--- src/rtl/utlc_pkg.sv ---
package utlc_pkg;

  localparam logic [11:0] YEAR_MIN = 12'd2024;
  localparam logic [11:0] YEAR_MAX = 12'd2099;

  localparam logic [1:0] TZ_NONE = 2'd0;
  localparam logic [1:0] TZ_UTC  = 2'd1;
  localparam logic [1:0] TZ_CET  = 2'd2;
  localparam logic [1:0] TZ_BAD  = 2'd3;

  localparam logic [1:0] REG_TZ_MODE       = 2'd0;
  localparam logic [1:0] REG_WINDOW_START  = 2'd1;
  localparam logic [1:0] REG_WINDOW_END    = 2'd2;
  localparam logic [1:0] REG_ROLLOVER_HOUR = 2'd3;

  localparam logic [4:0] ROLLOVER_RESET = 5'd4;

  typedef struct packed {
    logic [11:0] utc_year;
    logic [3:0]  utc_month;
    logic [4:0]  utc_day;
    logic [4:0]  utc_hour;
    logic [5:0]  utc_minute;
    logic [5:0]  utc_second;
  } in_t;

  typedef struct packed {
    logic        ok;
    logic [11:0] local_year;
    logic [3:0]  local_month;
    logic [4:0]  local_day;
    logic [4:0]  local_hour;
    logic [5:0]  local_minute;
    logic [5:0]  local_second;
    logic [2:0]  local_weekday;
    logic        in_window;
    logic [11:0] study_year;
    logic [3:0]  study_month;
    logic [4:0]  study_day;
  } out_t;

  typedef struct packed {
    logic [1:0] tz_mode;
    logic [4:0] window_start;
    logic [4:0] window_end;
    logic [4:0] rollover_hour;
  } cfg_t;

  typedef struct packed {
    logic       ok;
    logic [1:0] offset;
  } zone_t;

  // Within 2023 to 2099 every fourth year is a leap year.
  function automatic logic is_leap(input logic [11:0] y);
    return (y[1:0] == 2'd0);
  endfunction

  function automatic logic [4:0] month_days(input logic [3:0] m, input logic leap);
    logic [4:0] n;
    case (m)
      4'd2:    n = leap ? 5'd29 : 5'd28;
      4'd4:    n = 5'd30;
      4'd6:    n = 5'd30;
      4'd9:    n = 5'd30;
      4'd11:   n = 5'd30;
      default: n = 5'd31;
    endcase
    return n;
  endfunction

  // Days before the first of the month, modulo 7, in a common year.
  function automatic logic [2:0] month_offset(input logic [3:0] m);
    logic [2:0] o;
    case (m)
      4'd1:    o = 3'd0;
      4'd2:    o = 3'd3;
      4'd3:    o = 3'd3;
      4'd4:    o = 3'd6;
      4'd5:    o = 3'd1;
      4'd6:    o = 3'd4;
      4'd7:    o = 3'd6;
      4'd8:    o = 3'd2;
      4'd9:    o = 3'd5;
      4'd10:   o = 3'd0;
      4'd11:   o = 3'd3;
      4'd12:   o = 3'd5;
      default: o = 3'd0;
    endcase
    return o;
  endfunction

  // Since 8 is 1 modulo 7, octal digits are summed and folded.
  function automatic logic [2:0] mod7(input logic [6:0] x);
    logic [3:0] a;
    logic [3:0] b;
    logic [3:0] r;
    a = {1'b0, x[2:0]} + {1'b0, x[5:3]} + {3'b0, x[6]};
    b = {1'b0, a[2:0]} + {3'b0, a[3]};
    r = (b >= 4'd7) ? (b - 4'd7) : b;
    return r[2:0];
  endfunction

  // Weekday with Monday as 0; January 1, 2024 was a Monday.
  function automatic logic [2:0] weekday(input logic [11:0] y, input logic [3:0] m,
                                         input logic [4:0] d);
    logic [6:0]  ty;
    logic [6:0]  lp;
    logic [2:0]  jan1;
    logic [6:0]  s;
    ty   = 7'(y - YEAR_MIN);
    lp   = (ty + 7'd3) >> 2;
    jan1 = mod7(ty + lp);
    s    = {4'b0, jan1} + {4'b0, month_offset(m)}
         + {6'b0, (is_leap(y) && (m > 4'd2))} + {2'b0, d} - 7'd1;
    return mod7(s);
  endfunction

endpackage

--- src/rtl/utlc_zone.sv ---
module utlc_zone
  import utlc_pkg::*;
(
  input  in_t        item,
  input  logic [1:0] tz_mode,
  output zone_t      zone
);

  logic       leap;
  logic [4:0] mlen;
  logic       in_ok;
  logic [2:0] wd_last;
  logic [2:0] back;
  logic [4:0] last_sun;
  logic       summer;

  assign leap = is_leap(item.utc_year);
  assign mlen = month_days(item.utc_month, leap);

  assign in_ok = (item.utc_year >= YEAR_MIN) && (item.utc_year <= YEAR_MAX) &&
                 (item.utc_month >= 4'd1) && (item.utc_month <= 4'd12) &&
                 (item.utc_day >= 5'd1) && (item.utc_day <= mlen) &&
                 (item.utc_hour <= 5'd23) && (item.utc_minute <= 6'd59) &&
                 (item.utc_second <= 6'd59);

  // March and October both have 31 days.
  assign wd_last  = weekday(item.utc_year, item.utc_month, 5'd31);
  assign back     = (wd_last == 3'd6) ? 3'd0 : (wd_last + 3'd1);
  assign last_sun = 5'd31 - {2'b0, back};

  always_comb begin
    if (item.utc_month < 4'd3 || item.utc_month > 4'd10) begin
      summer = 1'b0;
    end else if (item.utc_month > 4'd3 && item.utc_month < 4'd10) begin
      summer = 1'b1;
    end else if (item.utc_month == 4'd3) begin
      summer = (item.utc_day != last_sun) ? (item.utc_day > last_sun)
                                          : (item.utc_hour >= 5'd1);
    end else begin
      summer = (item.utc_day != last_sun) ? (item.utc_day < last_sun)
                                          : (item.utc_hour < 5'd1);
    end
  end

  always_comb begin
    case (tz_mode)
      TZ_UTC: begin
        zone.ok     = in_ok;
        zone.offset = 2'd0;
      end
      TZ_CET: begin
        zone.ok     = in_ok;
        zone.offset = summer ? 2'd2 : 2'd1;
      end
      TZ_NONE, TZ_BAD: begin
        zone.ok     = 1'b0;
        zone.offset = 2'd0;
      end
      default: begin
        zone.ok     = 1'b0;
        zone.offset = 2'd0;
      end
    endcase
  end

endmodule

--- src/rtl/utlc_local.sv ---
module utlc_local
  import utlc_pkg::*;
(
  input  in_t   item,
  input  zone_t zone,
  input  cfg_t  cfg,
  output out_t  result
);

  logic [4:0]  h_sum;
  logic        wrap;
  logic [4:0]  lh;
  logic [4:0]  mlen;
  logic [11:0] ly;
  logic [3:0]  lm;
  logic [4:0]  ld;
  logic        ok;
  logic        win;
  logic [11:0] sy;
  logic [3:0]  sm;
  logic [4:0]  sd;

  assign h_sum = item.utc_hour + {3'b0, zone.offset};
  assign wrap  = (h_sum >= 5'd24);
  assign lh    = wrap ? (h_sum - 5'd24) : h_sum;
  assign mlen  = month_days(item.utc_month, is_leap(item.utc_year));

  always_comb begin
    ly = item.utc_year;
    lm = item.utc_month;
    ld = item.utc_day;
    if (wrap) begin
      if (item.utc_day >= mlen) begin
        ld = 5'd1;
        if (item.utc_month >= 4'd12) begin
          lm = 4'd1;
          ly = item.utc_year + 12'd1;
        end else begin
          lm = item.utc_month + 4'd1;
        end
      end else begin
        ld = item.utc_day + 5'd1;
      end
    end
  end

  assign ok = zone.ok && (ly <= YEAR_MAX);

  always_comb begin
    if (cfg.window_start > 5'd23 || cfg.window_end > 5'd23) begin
      win = 1'b0;
    end else if (cfg.window_start == cfg.window_end) begin
      win = 1'b1;
    end else if (cfg.window_start < cfg.window_end) begin
      win = (lh >= cfg.window_start) && (lh < cfg.window_end);
    end else begin
      win = (lh >= cfg.window_start) || (lh < cfg.window_end);
    end
  end

  always_comb begin
    sy = ly;
    sm = lm;
    sd = ld;
    if (lh < cfg.rollover_hour) begin
      if (ld <= 5'd1) begin
        if (lm <= 4'd1) begin
          sm = 4'd12;
          sy = ly - 12'd1;
        end else begin
          sm = lm - 4'd1;
        end
        sd = month_days(sm, is_leap(sy));
      end else begin
        sd = ld - 5'd1;
      end
    end
  end

  always_comb begin
    result = '0;
    if (ok) begin
      result.ok            = 1'b1;
      result.local_year    = ly;
      result.local_month   = lm;
      result.local_day     = ld;
      result.local_hour    = lh;
      result.local_minute  = item.utc_minute;
      result.local_second  = item.utc_second;
      result.local_weekday = weekday(ly, lm, ld);
      result.in_window     = win;
      result.study_year    = sy;
      result.study_month   = sm;
      result.study_day     = sd;
    end
  end

endmodule

--- src/rtl/utc_to_local_calendar_time.sv ---
// Converts a UTC calendar time to local time in UTC or central European
// zone, with weekday, an hour window flag and the study day.
// Input channel: in_valid, in_data, in_stall. An item is taken at a clock
// edge where in_valid is high and in_stall is low.
// Output channel: out_valid, out_data, out_stall. A result is taken at a
// clock edge where out_valid is high and out_stall is low.
// Configuration: cfg_valid, cfg_index, cfg_data, cfg_ready. Ready is always
// high. Only write registers while no item is in flight; not checked here.
// Each item produces exactly one result, passing through the input register
// and then the output register. The conversion is a single combinational
// pass between them, so one item is taken every cycle as long as the
// receiver keeps taking results.
// When the receiver stalls, the output register holds its result and an empty
// input register still takes one more item; after that in_stall rises.
// Reset empties both registers and loads the register defaults: zone none,
// window 0 to 0, rollover hour 4.
module utc_to_local_calendar_time
  import utlc_pkg::*;
(
  input  logic       clk,
  input  logic       rst,
  input  logic       in_valid,
  output logic       in_stall,
  input  in_t        in_data,
  output logic       out_valid,
  input  logic       out_stall,
  output out_t       out_data,
  input  logic       cfg_valid,
  output logic       cfg_ready,
  input  logic [1:0] cfg_index,
  input  logic [4:0] cfg_data
);

  cfg_t  cfg;
  logic  s1_valid;
  in_t   s1_data;
  logic  advance;
  logic  accept;
  zone_t zone;
  out_t  result;

  assign cfg_ready = 1'b1;
  assign advance   = s1_valid && (!out_valid || !out_stall);
  assign in_stall  = s1_valid && out_valid && out_stall;
  assign accept    = in_valid && !in_stall;

  always_ff @(posedge clk) begin
    if (rst) begin
      cfg.tz_mode       <= TZ_NONE;
      cfg.window_start  <= 5'd0;
      cfg.window_end    <= 5'd0;
      cfg.rollover_hour <= ROLLOVER_RESET;
    end else if (cfg_valid && cfg_ready) begin
      case (cfg_index)
        REG_TZ_MODE:       cfg.tz_mode       <= cfg_data[1:0];
        REG_WINDOW_START:  cfg.window_start  <= cfg_data;
        REG_WINDOW_END:    cfg.window_end    <= cfg_data;
        REG_ROLLOVER_HOUR: cfg.rollover_hour <= cfg_data;
        default: ;
      endcase
    end
  end

  always_ff @(posedge clk) begin
    if (rst) begin
      s1_valid <= 1'b0;
    end else if (accept) begin
      s1_valid <= 1'b1;
    end else if (advance) begin
      s1_valid <= 1'b0;
    end
  end

  always_ff @(posedge clk) begin
    if (accept) begin
      s1_data <= in_data;
    end
  end

  utlc_zone u_zone (
    .item    (s1_data),
    .tz_mode (cfg.tz_mode),
    .zone    (zone)
  );

  utlc_local u_local (
    .item   (s1_data),
    .zone   (zone),
    .cfg    (cfg),
    .result (result)
  );

  always_ff @(posedge clk) begin
    if (rst) begin
      out_valid <= 1'b0;
    end else if (advance) begin
      out_valid <= 1'b1;
    end else if (!out_stall) begin
      out_valid <= 1'b0;
    end
  end

  always_ff @(posedge clk) begin
    if (advance) begin
      out_data <= result;
    end
  end

endmodule

--- config.mk ---
export PLATFORM = sky130hd
export DESIGN_NAME = utc_to_local_calendar_time
export DESIGN_NICKNAME = d
export VERILOG_FILES = /design/src/rtl/utlc_pkg.sv /design/src/rtl/utlc_zone.sv /design/src/rtl/utlc_local.sv /design/src/rtl/utc_to_local_calendar_time.sv
export SDC_FILE = /design/constraint.sdc
export NUM_CORES = 1
export LEC_CHECK = 0
export BUFFER_PORTS_ARGS = -buffer_cell sky130_fd_sc_hd__clkbuf_2
export CORE_ASPECT_RATIO = 0.75
export CORE_MARGIN = 4
export CORE_UTILIZATION = 53
export DETAILED_ROUTE_END_ITERATION = 10
export PLACE_DENSITY = 0.85
export SLEW_MARGIN = 40
export SYNTH_ARGS = -nofsm -noshare
export SYNTH_HDL_FRONTEND = slang
export SYNTH_SLANG_ARGS = --single-unit
export TNS_END_PERCENT = 10
--- constraint.sdc ---
create_clock -name clk -period 19.4 [get_ports clk]
set_input_delay 3.88 -clock clk [delete_from_list [all_inputs] [get_ports clk]]
set_output_delay 3.88 -clock clk [all_outputs]
set_load 0.01 [all_outputs]
* Word-level counts from Yosys, hierarchy flattened
Memories as Yosys holds them, arrays and structs flattened. A register that Yosys moved wholly into a read port is not among the register bits.
Index checks and enable logic that the tools add are counted.
Widths: inputs -> output; s select.
** Storage, ports and cells
- RAM bits :: 0
- Memories :: 2
- Bits in read-only memories :: 96
- Input bits :: 50
- Bits in latches :: 0
- Output and inout bits :: 67
- Register bits :: 121
- Word-level logic and storage cells :: 208
** Memory list
- (no name shown) :: depth 16, bits a word 3, read ports 1, clocked after memory_dff 0, wr ports 0, line utlc_pkg.sv:75 : case (m)
- (no name shown) :: depth 16, bits a word 3, read ports 1, clocked after memory_dff 1, wr ports 0, line utlc_pkg.sv:75
** Operators by class
- Magnitude comparators :: 35
- Shift-type cells :: 0
- Eq/ne operators :: 21
- $mul :: 0
- Mux-type cells :: 47
- $add $sub $neg :: 40
- Bitwise operators :: 1
- Reductions and logical operators :: 38
- Divide/modulo/power cells :: 0
** Operators by type and width (number)
- $mux 12 :: 8
- $mux 64 :: 1
- $mux 4 :: 9
- $mux 5 :: 5
- $add 3x3->4 :: 6
- $le 12x12->1 const B :: 2
- $add 7x5->7 :: 3
- $lt 5x5->1 :: 4
- $mux 3 :: 6
- $logic_and 1x1->1 :: 17
- $add 3x1->4 :: 4
- $add 4x1->4 :: 4
- $eq 4x3->1 const B :: 4
- $eq 4x4->1 const B :: 4
- $ge 4x3->1 const B :: 4
- $add 7x1->7 :: 2
- $add 7x2->7 const B :: 2
- $mux 1 :: 14
- $sub 7x1->7 const B :: 2
- $sub 7x7->7 const B :: 2
- $add 12x1->12 const B :: 1
- $eq 4x2->1 const B :: 3
- $ge 12x11->1 const B :: 1
- $gt 4x2->1 const B :: 3
- other kinds (46) :: 71

* Logic depth before layout (Yosys ltp)
Gate-level depths: netlist of run 1.
- Word-level depth :: 48
- Gate-level depth with buffers :: 100

* Modules after synthesis
Synthesis of run 1 repeated with hierarchy kept, for this count alone.
** Second synthesis, totals
- Cells, all modules :: 909
- Area, all modules :: 9102.5 um^2
** By module, submodules not included
- utc_to_local_calendar_time :: sequential area each 3443.3 um^2, area an instance 3842.4 um^2, cells each 178, instances 1
- utlc_local :: sequential area each 0.0 um^2, area an instance 3756.1 um^2, cells each 540, instances 1
- utlc_zone :: sequential area each 0.0 um^2, area an instance 1503.9 um^2, cells each 191, instances 1

* Worst setup path before layout of run 1
Ideal clock, no wire load.
- Kind :: register to register
- Start :: register s1_data[26] (netlist name)
- End :: register out_data[23] (netlist name) (data pin)
- Data arrival time :: 18.326 ns
- Library setup time :: 0.257 ns
- Required time :: 19.143 ns
- Slack :: 0.817 ns
- Cell stages (with the launch flop) :: 87
- Path through :: edfxtp_1 > clkbuf_1 > inv_1 > ha_1 > nor4b_1 > nor2_1 > ha_1 > nor2b_1 > o21ai_0 > nand2b_1 > a21o_1 > nand2_1 > xnor2_1 > fa_1 > fa_1 > inv_1 > ha_1 > ha_1 > (+51 left out) > fa_1 > inv_1 > ha_1 > fa_1 > inv_1 > a21oi_1 > o21bai_1 > xor2_1 > ha_1 > a21o_1 > a21o_1 > ha_1 > ha_1 > ha_1 > a21oi_1 > a31oi_1 > mux2i_1 > nor2_1
** On the way
- Word-level cells in the longest chain between the ends :: 47
- Elaborated cells between the ends (all ways) :: 85
- Classes of those cells :: 34 x add/sub; 13 x order compare; 2 x eq/ne; 22 x mux; 13 x reduce/logical; 1 x memory
** RTL lines
- start: declaration :: line utc_to_local_calendar_time.sv:36 : in_t s1_data;
- start signal: assignment :: line utc_to_local_calendar_time.sv:76 : s1_data <= in_data;
- $sub 7x7->7 :: line utlc_pkg.sv:111 : ty = 7'(y - YEAR_MIN);
- $add 7x2->7 :: line utlc_pkg.sv:112 : lp = (ty + 7'd3) >> 2;
- $add 7x5->7 :: line utlc_pkg.sv:113 : jan1 = mod7(ty + lp);
- $add 3x3->4 :: line utlc_pkg.sv:98 : a = {1'b0, x[2:0]} + {1'b0, x[5:3]} + {3'b0, x[6]};
- $add 4x1->4 :: line utlc_pkg.sv:98
- $add 3x1->4 :: line utlc_pkg.sv:99 : b = {1'b0, a[2:0]} + {3'b0, a[3]};
- $ge 4x3->1 or $sub 3x3->3 (tied branches) :: line utlc_pkg.sv:100 : r = (b >= 4'd7) ? (b - 4'd7) : b;
- $mux 3 :: line utlc_pkg.sv:100
- (+31 left out)
- $add 7x1->7 :: line utlc_pkg.sv:115 : + {6'b0, (is_leap(y) && (m > 4'd2))} + {2'b0, d} - 7'd1;
- $add 7x5->7 :: line utlc_pkg.sv:115
- $sub 7x1->7 :: line utlc_pkg.sv:115
- $add 3x3->4 :: line utlc_pkg.sv:98
- $add 4x1->4 :: line utlc_pkg.sv:98
- $add 3x1->4 :: line utlc_pkg.sv:99
- $ge 4x3->1 or $sub 3x3->3 (tied branches) :: line utlc_pkg.sv:100
- $mux 3 :: line utlc_pkg.sv:100
- end signal: assignment :: line utc_to_local_calendar_time.sv:105 : out_data <= result;
- end: declaration :: line utc_to_local_calendar_time.sv:27 : output out_t out_data,
Several ways; a longest one is shown, not always the timed one. The select of a mux whose other input is x is not followed.
A chain may end at the register's enable or synchronous reset.

* Worst setup path in the final report of run 1
- Start :: register s1_data[29] (netlist name)
- End :: register out_data[23] (netlist name) (data pin)
The elaborated chain is that of the path after synthesis.

==> results.sh, run 1 <==
export IMPL_vias_per_cell=5.87
export IMPL_wl_per_cell_um=18.3
export IMPL_highest_count_cells_in_the_layout_ignoring_fill_and_taps="clkbuf_2 (115), nor2_1 (106), edfxtp_1 (102), inv_1 (93), ha_1 (79)"
export IMPL_crit_type="flip-flop to flip-flop"
export IMPL_hold_path_class="flip-flop to flip-flop"
export IMPL_most_frequent_standard_cell_in_the_layout_excluding_fill_and_tap_cells="clkbuf_2"
export IMPL_post_synth_top_area_cell="edfxtp_1"
export IMPL_synth_ff_latch_count=124
export IMPL_worst_setup_hold_path_clk_slew_ns=0.07
export IMPL_area_growth_syn_to_layout_pct=24.0
export IMPL_die_width_um=157
export IMPL_synthCells=892
export IMPL_post_place_ws_ns=-0.693
export IMPL_timing_hold_violations_final=0
export IMPL_final_max_slew_viol_count=0
export IMPL_detailroute_via_count=7414
export IMPL_wirelength_mm=23.1
export IMPL_die_height_um=120
export IMPL_synth_async_reset_ratio_pct=0
export IMPL_tritoncts_clock_tree="built"
export IMPL_grt_usage_pct=23.4
export IMPL_diodes=0
export IMPL_cts_buffers=17
export IMPL_clock_tree_htree_level_count=4
export IMPL_num_nets_final=1204
export IMPL_yosys_top_cell_area_share_pct=34.8
export IMPL_report_final_setup_viol=0
export IMPL_clock_sink_count=124
export IMPL_floorplan_initialDensity_pct=54.5
export IMPL_critical_path_capture_point_type="flip-flop"
export IMPL_clock_root_cell="clkbuf_16"
export IMPL_holdBufCountCts=0
export IMPL_drive_above_1_share_pct=26.5
export IMPL_synth_top_cells_by_area="edfxtp_1 (35%), ha_1 (14%), dfxtp_1 (5.0%), nor2_1 (4.6%), inv_1 (4.2%)"
export IMPL_max_frequency_ghz=0.0533
export IMPL_final_min_clock_period_ns=18.76
export IMPL_gr_total_overflow=0
export IMPL_worst_path_max_delay_cell="fa_2"
export IMPL_cp_start_kind="flip-flop"
export IMPL_globalplace_congestion=0.945
export IMPL_drc=0
export IMPL_yosys_warnings=0
export IMPL_grt_antenna_before_repair=0
export IMPL_avgSynthCellArea_um2=9.88
export IMPL_synth_enable_flop_cells=102
export IMPL_r2r_slack_ns=0.64
export IMPL_max_cap_violations=0
export IMPL_ys_dominant_reg_cell="edfxtp_1"
export IMPL_critPathBufInv=9
export IMPL_crit_top_cell="ha_2"
export IMPL_worst_max_slew_pin_slew_ns=0.731
export IMPL_post_synthesis_net_count=1055
export IMPL_core_ar_um2=16200
export IMPL_path_max_fanout=5
export IMPL_arrival_ns=18.93
export IMPL_maximum_number_of_pins_on_one_net_before_global_route_repair=49
export IMPL_final_critical_path_setup_slack_ns=0.636
export IMPL_synthesis_area_um2=8810
export IMPL_grt_first_pass_wirelength_mm=35.0
export IMPL_floorplan_die_area_um2=18800
export IMPL_maxSlewHeadroom_pct=50.9
export IMPL_worst_path_largest_cell_delay_ns=0.58
export IMPL_post_dp_hpwl_mm=15.9
export IMPL_first_global_vias=7132
export IMPL_max_clock_path_buffers=2
export IMPL_critical_path_top_delay_family="adder cells"
export IMPL_yosysSeqAreaShare_pct=39.8
export IMPL_final_setup_skew_ns=0.0131
export IMPL_status="completed"
export IMPL_drt_pass1_iterations=8
export IMPL_min_period_over_period_pct=96.7
export IMPL_drt_first_iter_violations=709
export IMPL_core_rowCount=40
export IMPL_numPortBuffers=115
export IMPL_synth_cell_types=71
export IMPL_cp_required_ns=19.57
export IMPL_final_antenna_net_count=0
export IMPL_ios=117
export IMPL_worstSkewPairLatency_ns=0.43
[cell type report]
class / instances / area, um2
Fill cell: 1197 / 5240
Multi-Input combinational cell: 643 / 5290
Sequential cell: 124 / 3500
Tap cell: 210 / 263
Inverter: 98 / 368
Clock buffer: 17 / 425
Clock inverter: 15 / 171
Timing Repair Buffer: 157 / 911
[per-stage QoR]
| step | area, um2 | cells | util (%) | TNS (ns) | hold slack [ns] |
|---|---|---|---|---|---|
| global placement | 9720 | 1211 | 60.2 | 0 | 0.446 |
| CTS | 10500 | 1252 | 64.9 | 0 | 0.483 |
| floorplan | 8810 | 892 | - | 0 | 0.435 |
| detailed placement | 9730 | 1211 | 60.2 | -1.80 | 0.468 |
| finish | 10900 | 1264 | 67.6 | 0 | 0.484 |
| global route | 10900 | 1264 | 67.6 | -0.636 | 0.497 |
[cells in the mapped netlist, drive strengths merged, types with 17 or more instances]
master / instances
a21o: 17
a21oi: 50
clkbuf: 17
dfxtp: 22
edfxtp: 102
ha: 100
inv: 98
mux2i: 21
nand2: 39
nand2b: 18
nand3: 17
nor2: 108
o21ai: 30
xnor2: 42
xor2: 21
[routing by layer]
metal	share of wire, %	vias to the layer above	global-route usage, %
li1	-	3461	-
met1	41	3546	29.9
met3	10	53	8.76
met2	47	354	37.1
met5	0	-	0
met4	1.8	0	6.88
[flip-flops by register name, indices dropped and copies added (netlist names), named ones only]
register / count
s1_valid: 1
cfg: 17
out_data: 64
out_valid: 1
s1_data: 38
[worst register-to-register path: cells and delay by family, from the launching register on]
family	cells	cell delay (ns)
AOI/OAI and AO/OA	20	3.42
muxes	3	0.82
buffers and inverters	9	0.86
xor gates and xnor gates	11	2.17
adders and majority gates	29	8.61
and+or+nand+nor	19	2.30
DFF	1	0.38
[kinds of logic (layout without fill, tap and decap cells)]
kind of cell	after synthesis	count (layout)	share of synthesized area, %
flip-flops	124	124	39.8
multiplexers	25	25	2.90
AND/OR/NAND/NOR	272	272	15.5
buffers and inverters	125	287	5.49
other	1	1	0.0426
XOR/XNOR	63	63	6.26
adder cells (fa/ha/maj)	114	114	17.3
AO/OA/AOI/OAI	168	168	12.8
[final timing paths]
check	depth (start not counted)	endpoint	from
hold reg to reg	1	cfg[2]$_SDFFE_PP1P_	cfg[2]$_SDFFE_PP1P_
setup reg to reg	91	out_data[23]$_SDFFCE_PN0P_	s1_data[29]$_DFFE_PP_
hold / removal	1	cfg[2]$_SDFFE_PP1P_	cfg[2]$_SDFFE_PP1P_
setup / recovery	91	out_data[23]$_SDFFCE_PN0P_	s1_data[29]$_DFFE_PP_
[timing repair]
action / in CTS / in global routing
buffers inserted: 9 / 11
endpoints found under the setup margin: 3 / 3
pin swaps: 6 / 28
hold endpoints to repair: 0 / 0
resized for setup: 22 / 63
Power of run 1 is left out: the tool's default activity adds up to more than one toggle a clock period on the data nets, which glitch-free logic cannot reach.
==> run 2, diff against run 1 <==
--- a/config.mk
+++ b/config.mk
@@ -9,7 +9,7 @@
 export CORE_ASPECT_RATIO = 0.75
 export CORE_MARGIN = 4
-export CORE_UTILIZATION = 53
+export CORE_UTILIZATION = 40
 export DETAILED_ROUTE_END_ITERATION = 10
-export PLACE_DENSITY = 0.85
+export PLACE_DENSITY = 0.69
 export SLEW_MARGIN = 40
 export SYNTH_ARGS = -nofsm -noshare
==> constraint.sdc (replaced) <==
create_clock -name clk -period 19.4 [get_ports clk]
set_input_delay 4.85 -clock clk [delete_from_list [all_inputs] [get_ports clk]]
set_output_delay 4.85 -clock clk [all_outputs]
set_load 0.01 [all_outputs]
==> results.sh, run 2 (same netlist as run 1, synthesis figures left out) <==
export IMPL_status="completed"
export IMPL_most_frequent_standard_cell_in_the_layout_excluding_fill_and_tap_cells="clkbuf_2"
export IMPL_report_final_setup_viol=0
export IMPL_num_nets_final=1190
export IMPL_final_min_clock_period_ns=18.74
export IMPL_ff2ff_path_depth=83
export IMPL_highest_count_cells_in_the_layout_ignoring_fill_and_taps="clkbuf_2 (115), nor2_1 (105), edfxtp_1 (102), inv_1 (94), ha_1 (88)"
export IMPL_biggestRegsByFlops="out_data x64, s1_data x38, cfg x17"
export IMPL_floorplan_initialDensity_pct=41.2
export IMPL_setup_total_negative_slack_ns=0
export IMPL_gr_total_overflow=0
export IMPL_detailroute_via_count=6988
export IMPL_grt_first_pass_wirelength_mm=35.0
export IMPL_clock_root_cell="clkbuf_16"
export IMPL_max_cap_violations=0
export IMPL_first_global_vias=6630
export IMPL_die_width_um=179
export IMPL_cp_required_ns=19.57
export IMPL_max_frequency_ghz=0.0534
export IMPL_timing_hold_violations_final=0
export IMPL_max_clock_path_buffers=2
export IMPL_final_setup_skew_ns=0.0170
export IMPL_globalplace_congestion=0.902
export IMPL_ios=117
export IMPL_grt_usage_pct=18.2
export IMPL_hold_path_class="flip-flop to flip-flop"
export IMPL_largest_register="out_data"
export IMPL_critical_path_capture_point_type="flip-flop"
export IMPL_cts_buffers=17
export IMPL_final_antenna_net_count=0
export IMPL_tritoncts_clock_tree="built"
export IMPL_worstSkewPairLatency_ns=0.43
export IMPL_arrival_ns=18.91
export IMPL_clock_tree_htree_level_count=4
export IMPL_drive_above_1_share_pct=24.0
export IMPL_grt_antenna_before_repair=0
export IMPL_worst_setup_hold_path_clk_slew_ns=0.06
export IMPL_vias_per_cell=5.26
export IMPL_diodes=0
export IMPL_numPortBuffers=115
export IMPL_post_dp_hpwl_mm=16.5
export IMPL_clock_sink_count=124
export IMPL_maximum_number_of_pins_on_one_net_before_global_route_repair=65
export IMPL_core_rowCount=46
export IMPL_path_max_fanout=6
export IMPL_cp_start_kind="flip-flop"
export IMPL_die_height_um=137
export IMPL_timing_hold_worst_path_depth=1
export IMPL_floorplan_die_area_um2=24500
export IMPL_final_max_slew_viol_count=0
export IMPL_drt_first_iter_violations=565
export IMPL_crit_type="flip-flop to flip-flop"
export IMPL_drt_pass1_iterations=5
export IMPL_drc=0
export IMPL_core_ar_um2=21400
export IMPL_wirelength_mm=22.1
export IMPL_worst_max_slew_pin_slew_ns=0.721
export IMPL_worst_path_largest_cell_delay_ns=0.61
export IMPL_largest_reg_flops=64
export IMPL_worst_path_max_delay_cell="fa_2"
export IMPL_wl_per_cell_um=16.6
export IMPL_maxSlewHeadroom_pct=51.8
export IMPL_area_growth_syn_to_layout_pct=22.4
export IMPL_min_period_over_period_pct=96.6
export IMPL_crit_top_cell="ha_1"
## run 2: changes by cell type in the layout (fill, tap and decap cells not counted), moves of 3 or more
cell,before,now
ha_4,10,3
clkinv_1,1,4
inv_8,5,1
buf_4,40,26
ha_1,79,88
## run 2: cell type report
cell class | instances | area, um2
Clock inverter | 15 | 160
Fill cell | 1985 | 10600
Clock buffer | 17 | 425
Sequential cell | 124 | 3500
Tap cell | 288 | 360
Multi-Input combinational cell | 643 | 5170
Timing Repair Buffer | 143 | 793
Inverter | 98 | 368
## run 2: through the flow
step	hold WS, ns	cells	setup slack (ns)	area (um2)	utilization [%]
2_1_floorplan	0.435	892	0.817	8810	-
3_3_place_gp	0.465	1284	0.313	9770	45.6
3_5_place_dp	0.473	1284	-0.353	9780	45.7
4_1_cts	0.487	1318	0.000210	10400	48.6
5_1_grt	0.495	1328	-0.179	10800	50.4
6_report	0.484	1328	0.658	10800	50.4
## run 2: metal layers
layer	GRT usage, %	part of all wire [%]
met1	26.2	47
met2	26.1	43
met3	6.49	8.7
met4	4.31	1.1
met5	0	0
## run 2: worst paths after layout
kind	start	end	slack (ns)
max	s1_data[30]$_DFFE_PP_	out_data[23]$_SDFFCE_PN0P_	0.66
min	cfg[2]$_SDFFE_PP1P_	cfg[2]$_SDFFE_PP1P_	0.48
max reg2reg	s1_data[30]$_DFFE_PP_	out_data[23]$_SDFFCE_PN0P_	0.66
min reg2reg	cfg[2]$_SDFFE_PP1P_	cfg[2]$_SDFFE_PP1P_	0.48
## run 2: worst max-delay path, delay by kind of cell, from the launching register on
kind	cells	cell delay [ns]
compound gates	20	3.58
flops	1	0.47
fa+ha+maj	27	8.63
xor+xnor	11	1.97
simple gates	15	2.09
mux	4	1.16
buf+inv	6	0.54
## run 2: repair_timing
item / 4_1_cts / 5_1_grt
endpoints found under the hold margin: 0 / 0
setup endpoints to repair: 3 / 3
hold buffers: 0 / 0
gates resized for setup: 7 / 62
setup buffers: 2 / 10
pin swaps: 0 / 22
Power of run 2 is left out for the same reason.
==> run 3, diff against run 2 <==
- CORE_ASPECT_RATIO: 0.75 -> not set
- REMOVE_ABC_BUFFERS: not set -> 1
==> results.sh, run 3 (same netlist as run 1, synthesis figures left out) <==
export IMPL_seq_area_um2=3500
export IMPL_cp_endpoint="out_data[23]$_SDFFCE_PN0P_"
export IMPL_r2r_slack_ns=0.90
export IMPL_grt_usage_pct=17.0
export IMPL_critical_path_capture_point_type="flip-flop"
export IMPL_finalHoldWorstSlack_ns=0.494
export IMPL_status="completed"
export IMPL_die_width_um=156
export IMPL_core_rowCount=54
export IMPL_drt_first_iter_violations=364
export IMPL_drive_above_1_share_pct=25.3
export IMPL_most_frequent_standard_cell_in_the_layout_excluding_fill_and_tap_cells="clkbuf_2"
export IMPL_clock_tree_htree_level_count=4
export IMPL_wirelength_mm=20.7
export IMPL_area_growth_syn_to_layout_pct=23.5
export IMPL_hold_path_class="flip-flop to flip-flop"
export IMPL_clock_sink_count=124
export IMPL_fillCellCount=1998
export IMPL_worstSkewPairLatency_ns=0.42
export IMPL_gr_total_overflow=0
export IMPL_grt_first_pass_wirelength_mm=33.4
export IMPL_cp_required_ns=19.55
export IMPL_floorplan_die_area_um2=24500
export IMPL_worst_setup_hold_path_clk_slew_ns=0.06
export IMPL_largest_register="out_data"
export IMPL_area_taken_by_multi_input_logic_gates_um2=5180
export IMPL_maximum_number_of_pins_on_one_net_before_global_route_repair=65
export IMPL_vias_per_cell=5.21
export IMPL_dpl_instance_area_um2=9760
export IMPL_ff2ff_path_depth=88
export IMPL_cp_start_kind="flip-flop"
export IMPL_timing_hold_violations_final=0
export IMPL_floorplan_initialDensity_pct=40.5
export IMPL_final_min_clock_period_ns=18.50
export IMPL_post_route_util_pct=50.0
export IMPL_max_cap_violations=0
export IMPL_crit_type="flip-flop to flip-flop"
export IMPL_diodes=0
export IMPL_drc=0
export IMPL_tritoncts_clock_tree="built"
export IMPL_biggestRegsByFlops="out_data x64, s1_data x38, cfg x17"
export IMPL_clock_root_cell="clkbuf_16"
export IMPL_largest_reg_flops=64
export IMPL_drt_pass1_iterations=5
export IMPL_final_antenna_net_count=0
export IMPL_worst_max_slew_pin_slew_ns=0.818
export IMPL_detailroute_via_count=6948
export IMPL_stdcell_area_um2=10900
export IMPL_max_frequency_ghz=0.0541
export IMPL_post_layout_nonfiller_instances=1333
export IMPL_ios=117
export IMPL_globalplace_congestion=0.898
export IMPL_path_max_fanout=6
export IMPL_first_global_vias=6840
export IMPL_arrival_ns=18.65
export IMPL_min_period_over_period_pct=95.4
export IMPL_critical_path_reg2reg_startpoint="s1_data[29]$_DFFE_PP_"
export IMPL_worst_path_largest_cell_delay_ns=0.60
export IMPL_final_max_slew_viol_count=0
export IMPL_final_setup_skew_ns=0.00704
export IMPL_crit_top_cell="ha_1"
export IMPL_critical_path_startpoint="s1_data[29]$_DFFE_PP_"
export IMPL_hold_path_startpoint="cfg[6]$_SDFFE_PP0P_"
export IMPL_core_ar_um2=21800
export IMPL_dp_cells=1276
export IMPL_wl_per_cell_um=15.5
export IMPL_reg2reg_to="out_data[23]$_SDFFCE_PN0P_"
export IMPL_maxSlewHeadroom_pct=45.1
export IMPL_highest_count_cells_in_the_layout_ignoring_fill_and_taps="clkbuf_2 (115), nor2_1 (107), edfxtp_1 (102), inv_1 (93), ha_1 (85)"
export IMPL_cts_buffers=17
export IMPL_grt_antenna_before_repair=0
export IMPL_max_clock_path_buffers=2
export IMPL_post_dp_hpwl_mm=15.4
export IMPL_numPortBuffers=115
export IMPL_num_nets_final=1203
export IMPL_die_height_um=156
export IMPL_report_final_setup_viol=0
export IMPL_worst_path_max_delay_cell="fa_2"
-- run 3: metal layers --
metal  vias up  global-route usage (%)  share of wire (%)
met1      3311                    21.8                 45
met4         0                    4.75                1.7
met5         -                       0                  0
met3        30                    3.68                4.8
met2       151                    29.0                 49
li1       3456                       -                  -
-- run 3: worst max-delay path, delay by kind of cell (launching register included) --
| kind | cells | cell delay, ns |
|---|---|---|
| simple gates | 19 | 2.65 |
| buf+inv | 8 | 0.63 |
| mux | 3 | 0.84 |
| fa+ha+maj | 29 | 9.23 |
| xor+xnor | 9 | 1.17 |
| compound gates | 20 | 3.25 |
| flops | 1 | 0.40 |
-- run 3: layout make-up --
type / instances / area share [%]
Clock buffer: 18 / 3.94
Inverter: 98 / 3.38
Timing Repair Buffer: 156 / 8.22
Tap cell: 280 / 3.22
Multi-Input combinational cell: 643 / 47.6
Sequential cell: 124 / 32.2
Clock inverter: 14 / 1.46
-- run 3: per-stage QoR --
| step | setup TNS, ns | setup WS, ns |
|---|---|---|
| floorplan | 0 | 0.593 |
| global placement | 0 | 0.334 |
| detailed placement | -0.730 | -0.335 |
| CTS | 0 | 0.0152 |
| global route | -0.140 | -0.104 |
| finish | 0 | 0.901 |
-- run 3: how the worst min path moves through the flow --
stage / endpoint / depth (start not counted)
final: cfg[6]$_SDFFE_PP0P_ / 2
after global routing: cfg[6]$_SDFFE_PP0P_ / 2
after CTS: cfg[6]$_SDFFE_PP0P_ / 2
after detailed placement: cfg[6]$_SDFFE_PP0P_ / 2
after global placement: cfg[2]$_SDFFE_PP1P_ / 1
after floorplan: cfg[2]$_SDFFE_PP1P_ / 1
-- run 3: what timing repair did --
item | 4_1_cts | 5_1_grt
endpoints found under the setup margin | 3 | 3
resized for setup | 7 | 66
endpoints found under the hold margin | 0 | 0
hold buffers | 0 | 0
setup buffers | 2 | 23
pin swaps | 1 | 23
Power of run 3 is left out for the same reason.
